===== src/design/hs_pkg.sv =====
// shared types and constants for the explicit heat stencil block
package hs_pkg;

  localparam int unsigned VAL_W = 32;
  localparam int unsigned IDX_W = 8;
  localparam int unsigned LAM_W = 16;
  localparam int unsigned CNT_W = 9;
  localparam int unsigned CFG_W = 16;

  // request codes
  localparam logic [1:0] REQ_LOAD    = 2'd0;
  localparam logic [1:0] REQ_ADVANCE = 2'd1;
  localparam logic [1:0] REQ_READ    = 2'd2;

  // configuration register indexes
  localparam logic REG_LAMBDA = 1'b0;
  localparam logic REG_COUNT  = 1'b1;

  localparam logic [LAM_W-1:0] LAMBDA_RST = 16'd16384;
  localparam logic [CNT_W-1:0] COUNT_RST  = 9'd256;
  localparam int unsigned      MIN_POINTS = 3;

  typedef logic signed [VAL_W-1:0] value_t;

  // three neighboring old-row values feeding one stencil evaluation
  typedef struct packed {
    value_t left;
    value_t centre;
    value_t right;
  } window_t;

endpackage


===== src/design/hs_stencil.sv =====
// two-stage stencil datapath: products, then sum, rounding and saturation
module hs_stencil #(
  parameter int unsigned AW = 8
) (
  input  logic                      clk,
  input  logic                      rst,
  input  logic                      in_valid,
  input  logic [AW-1:0]             in_addr,
  input  hs_pkg::window_t           win,
  input  logic [hs_pkg::LAM_W-1:0]  lambda,
  output logic                      out_valid,
  output logic [AW-1:0]             out_addr,
  output hs_pkg::value_t            out_value
);

  logic signed [32:0] pair_sum;
  logic signed [16:0] lam_s;
  logic signed [17:0] ctr_w;
  logic signed [49:0] s1_p1;
  logic signed [49:0] s1_p2;
  logic               s1_valid;
  logic [AW-1:0]      s1_addr;
  logic signed [51:0] acc;
  logic signed [35:0] quot;
  hs_pkg::value_t     sat;

  assign pair_sum = 33'(win.left) + 33'(win.right);
  assign lam_s    = $signed({1'b0, lambda});
  // weight of the centre point: 1.0 - 2*lambda in signed q1.16
  assign ctr_w    = $signed(18'h10000 - {1'b0, lambda, 1'b0});

  always_ff @(posedge clk) begin
    if (rst) begin
      s1_valid <= 1'b0;
    end else begin
      s1_valid <= in_valid;
    end
    s1_addr <= in_addr;
    s1_p1   <= 50'(lam_s) * 50'(pair_sum);
    s1_p2   <= 50'(ctr_w) * 50'(win.centre);
  end

  // round half up, floor shift, clamp to 32 bits
  always_comb begin
    acc  = 52'(s1_p1) + 52'(s1_p2) + 52'sd32768;
    quot = acc[51:16];
    if (quot[35:31] == 5'b00000 || quot[35:31] == 5'b11111) begin
      sat = quot[31:0];
    end else if (quot[35]) begin
      sat = 32'sh8000_0000;
    end else begin
      sat = 32'sh7FFF_FFFF;
    end
  end

  always_ff @(posedge clk) begin
    if (rst) begin
      out_valid <= 1'b0;
    end else begin
      out_valid <= s1_valid;
    end
    out_addr  <= s1_addr;
    out_value <= sat;
  end

endmodule


===== config.mk =====
export PLATFORM = sky130hd
export DESIGN_NAME = hs_stencil
export DESIGN_NICKNAME = d
export VERILOG_FILES = /design/src/design/hs_pkg.sv /design/src/design/hs_stencil.sv
export SDC_FILE = /design/constraint.sdc
export NUM_CORES = 2
export LEC_CHECK = 0
export BUFFER_PORTS_ARGS = -buffer_cell sky130_fd_sc_hd__buf_2
export CORE_AREA = 2 2 290 292
export DETAILED_ROUTE_END_ITERATION = 8
export DIE_AREA = 0 0 292 294
export MAX_ROUTING_LAYER = met4
export PLACE_DENSITY = 0.72
export SYNTH_ARGS = -nofsm -noshare
export SYNTH_HDL_FRONTEND = slang
export SYNTH_SLANG_ARGS = --single-unit

===== constraint.sdc =====
create_clock -name clk -period 20.8 [get_ports clk]
set_input_delay 1.04 -clock clk [delete_from_list [all_inputs] [get_ports clk]]
set_output_delay 1.04 -clock clk [all_outputs]
set_load 0.1 [all_outputs]

==> out/qor.yml <==
syn_area_um2: 45200
hold_depth: 0
cts_tree: "yes"
wl_per_cell_um: 17.9
holdBufCountCts: 0
cts_resized: 0
worstMarginPinSlew_ns: 1.08
skew_ns: 0.0176
dieWidth_um: 292
slowest_delay_ns: 0.68
antenna_found_initial: 2
grt_max_degree: 39
clock_latency_ns: 0.45
grt_pass1_vias: 36200
crit_type: "in -> reg"
vias_per_cell: 5.47
ys_seq_elements: 148
reg2regPathDepth: 13
clock_sinks: 148
rsz0062_at_grt: "no"
maxCapViolCount: 0
path_max_fanout: 16
io_pins: 164
place_hpwl_um: 86800
crit_path_top_delay_cell: "xnor2_2"
crit_buf_inv: 4
synth_edf_count: 0
syn_inst: 4988
cp_num_cells: 32
wirelength_um: 110000
arrival_ns: 10.51
numCtsBuffers: 17
layout.nets: 6563
first_pass_iters: 6
ys_async_sr_fraction: 0
cts-root-buf: "clkbuf_16"
initial_core_util: 0.545
layout-drive-gt1-share: 0.0708
yosysWarnings: 0
slew_viol_final: 0
synth_flop_cell: "dfxtp_1"
drt_iter0_markers: 1861
timing.fmax_mhz: 98.8
ys_top_cells_by_area: "fa_1 45%, ha_1 11%, inv_1 9.2%"
required_ns: 21.19
synth_top_area_frac: 0.454
syn_area_per_cell_um2: 9.06
synth_top_cell_by_area: "fa_1"
path_delay_family: "compound AO/OA/AOI/OAI gates"
crit_path_start_kind: "input pin"
setup_viol: 0
clk_pin_slew_ns: 0.08
fp.dieH_um: 294
dp_slack_ns: 10.24
finalHoldViolations: 0
drc_errors: 0
min_period_ns: 10.12
fin_ws_ns: 10.68
hold_class: "reg -> reg"
place_congestion: 0.916
period_share: 0.487
grt_pass1_wl_um: 183000
cts_setup_buffers: 0
status: "finished clean"
synthDistinctLibCells: 81
coreArea_um2: 82900
cts_max_level: 4
cp-end-kind: "flop"
grt_usage: 0.277
synth_nets: 6533
die_area_um2: 85800
port_buffers: 163
synth_seq_area_share: 0.0656
syn_to_final_growth_pct: 5.73
tns_ns: 0
vias: 33400
row_count: 106
overflow: 0
slew_headroom: 0.277
drtAntennaViolNets: 0
crit_path_frequent_cell: "fa_1"
clockBufferDepth: 2
==> flip-flops by register name (all words and copies together), names as in the netlist <==
signal and cells:
s1_addr 8, out_value 32, s1_p1 49, out_addr 8, s1_valid 1, s1_p2 49
out_valid 1
==> layout by cell type (no fill, tap or decap), types with 8 or more instances in the layout <==
cell type  count
dfxtp_1      148
and2_1       389
and3_1        21
fa_1        1024
nor3_1        27
clkbuf_16     17
o31ai_1        8
nand2b_1      23
a31oi_1        9
nand2_1      723
xnor2_2       15
ha_1         398
a21oi_1      170
buf_4         48
o21a_1        20
o211ai_1      13
xnor2_1       94
inv_1       1102
xor2_1        46
nor2_1        85
nor2b_1       26
a211oi_1      18
buf_2        163
nand4_1       17
o21ai_0       88
xor2_2        12
o21ai_2       31
or3_1         12
o21bai_1      17
or2_2         35
nand3_1       35
a21o_1        72
==> per-layer routing <==
metal	share of wire	GRT usage	vias to the layer above
li1	-	-	15000
met1	0.41	0.352	17100
met2	0.49	0.466	1044
met3	0.059	0.0313	225
met4	0.036	0.0927	0
met5	0	-	-
==> worst paths after layout <==
path	start	to	slack, ns
worst max-delay path	win[2]	s1_p1[49]	10.68
worst min-delay path	s1_addr[0]	out_addr[0]	0.33
worst min register to register	s1_addr[0]	out_addr[0]	0.33
worst max register to register	s1_p1[16]	out_value[0]	16.03
==> through the flow <==
stage / utilization / area, um2 / std cells / hold WS, ns
2_1_floorplan: - / 45200 / 4988 / 0.310
3_3_place_gp: 0.569 / 47100 / 6079 / 0.310
3_5_place_dp: 0.569 / 47100 / 6079 / 0.313
4_1_cts: 0.576 / 47800 / 6111 / 0.331
5_1_grt: 0.576 / 47800 / 6111 / 0.340
6_report: 0.576 / 47800 / 6112 / 0.328
==> worst reg2reg max path, stage by stage, from the launching register on <==
cell and delay, ns:
dfxtp_1 0.32, ha_1 0.29, ha_1 0.37, and2_1 0.24, and3_1 0.21, a211oi_1 0.50
o21ai_0 0.32, o21ai_1 0.49, nand2_1 0.24, a21oi_1 0.17, nand3_1 0.22, o31ai_4 0.29
buf_4 0.49, o21ai_0 0.40
==> Yosys cell counts, drive strengths merged (28+ instances only) <==
library cell  number
a21o              72
a21oi            170
and2             389
clkbuf           186
dfxtp            148
fa              1024
ha               398
inv             1102
nand2            723
nand3             35
nor2              85
nor3              28
o21ai            125
or2               35
xnor2            111
xor2              58
==> final cells by class <==
| class | count | area, um2 |
|---|---|---|
| clock buffers | 17 | 425 |
| multi-input cells | 3538 | 37500 |
| inverters | 1102 | 4140 |
| fillers | 7295 | 35100 |
| clock inverters | 15 | 189 |
| repair buffers | 211 | 1180 |
| well taps | 1080 | 1350 |
| diodes | 1 | 2.50 |
| flip-flops and latches | 148 | 2960 |
==> cells by family (layout without fill, tap and decap cells) <==
kind of cell    Yosys count  in the layout  share of synthesized area
simple gates           1426           1426                      0.153
fa+ha+maj              1422           1422                      0.564
buf+inv                1302           1345                      0.109
compound gates          519            519                     0.0748
xor+xnor                169            169                     0.0329
flops                   148            148                     0.0656
mux                       2              2                   0.000554
other cells               0              1                          0
Power is left out: the tool's default activity adds up to more than one toggle a clock period on the data nets, which glitch-free logic cannot reach.
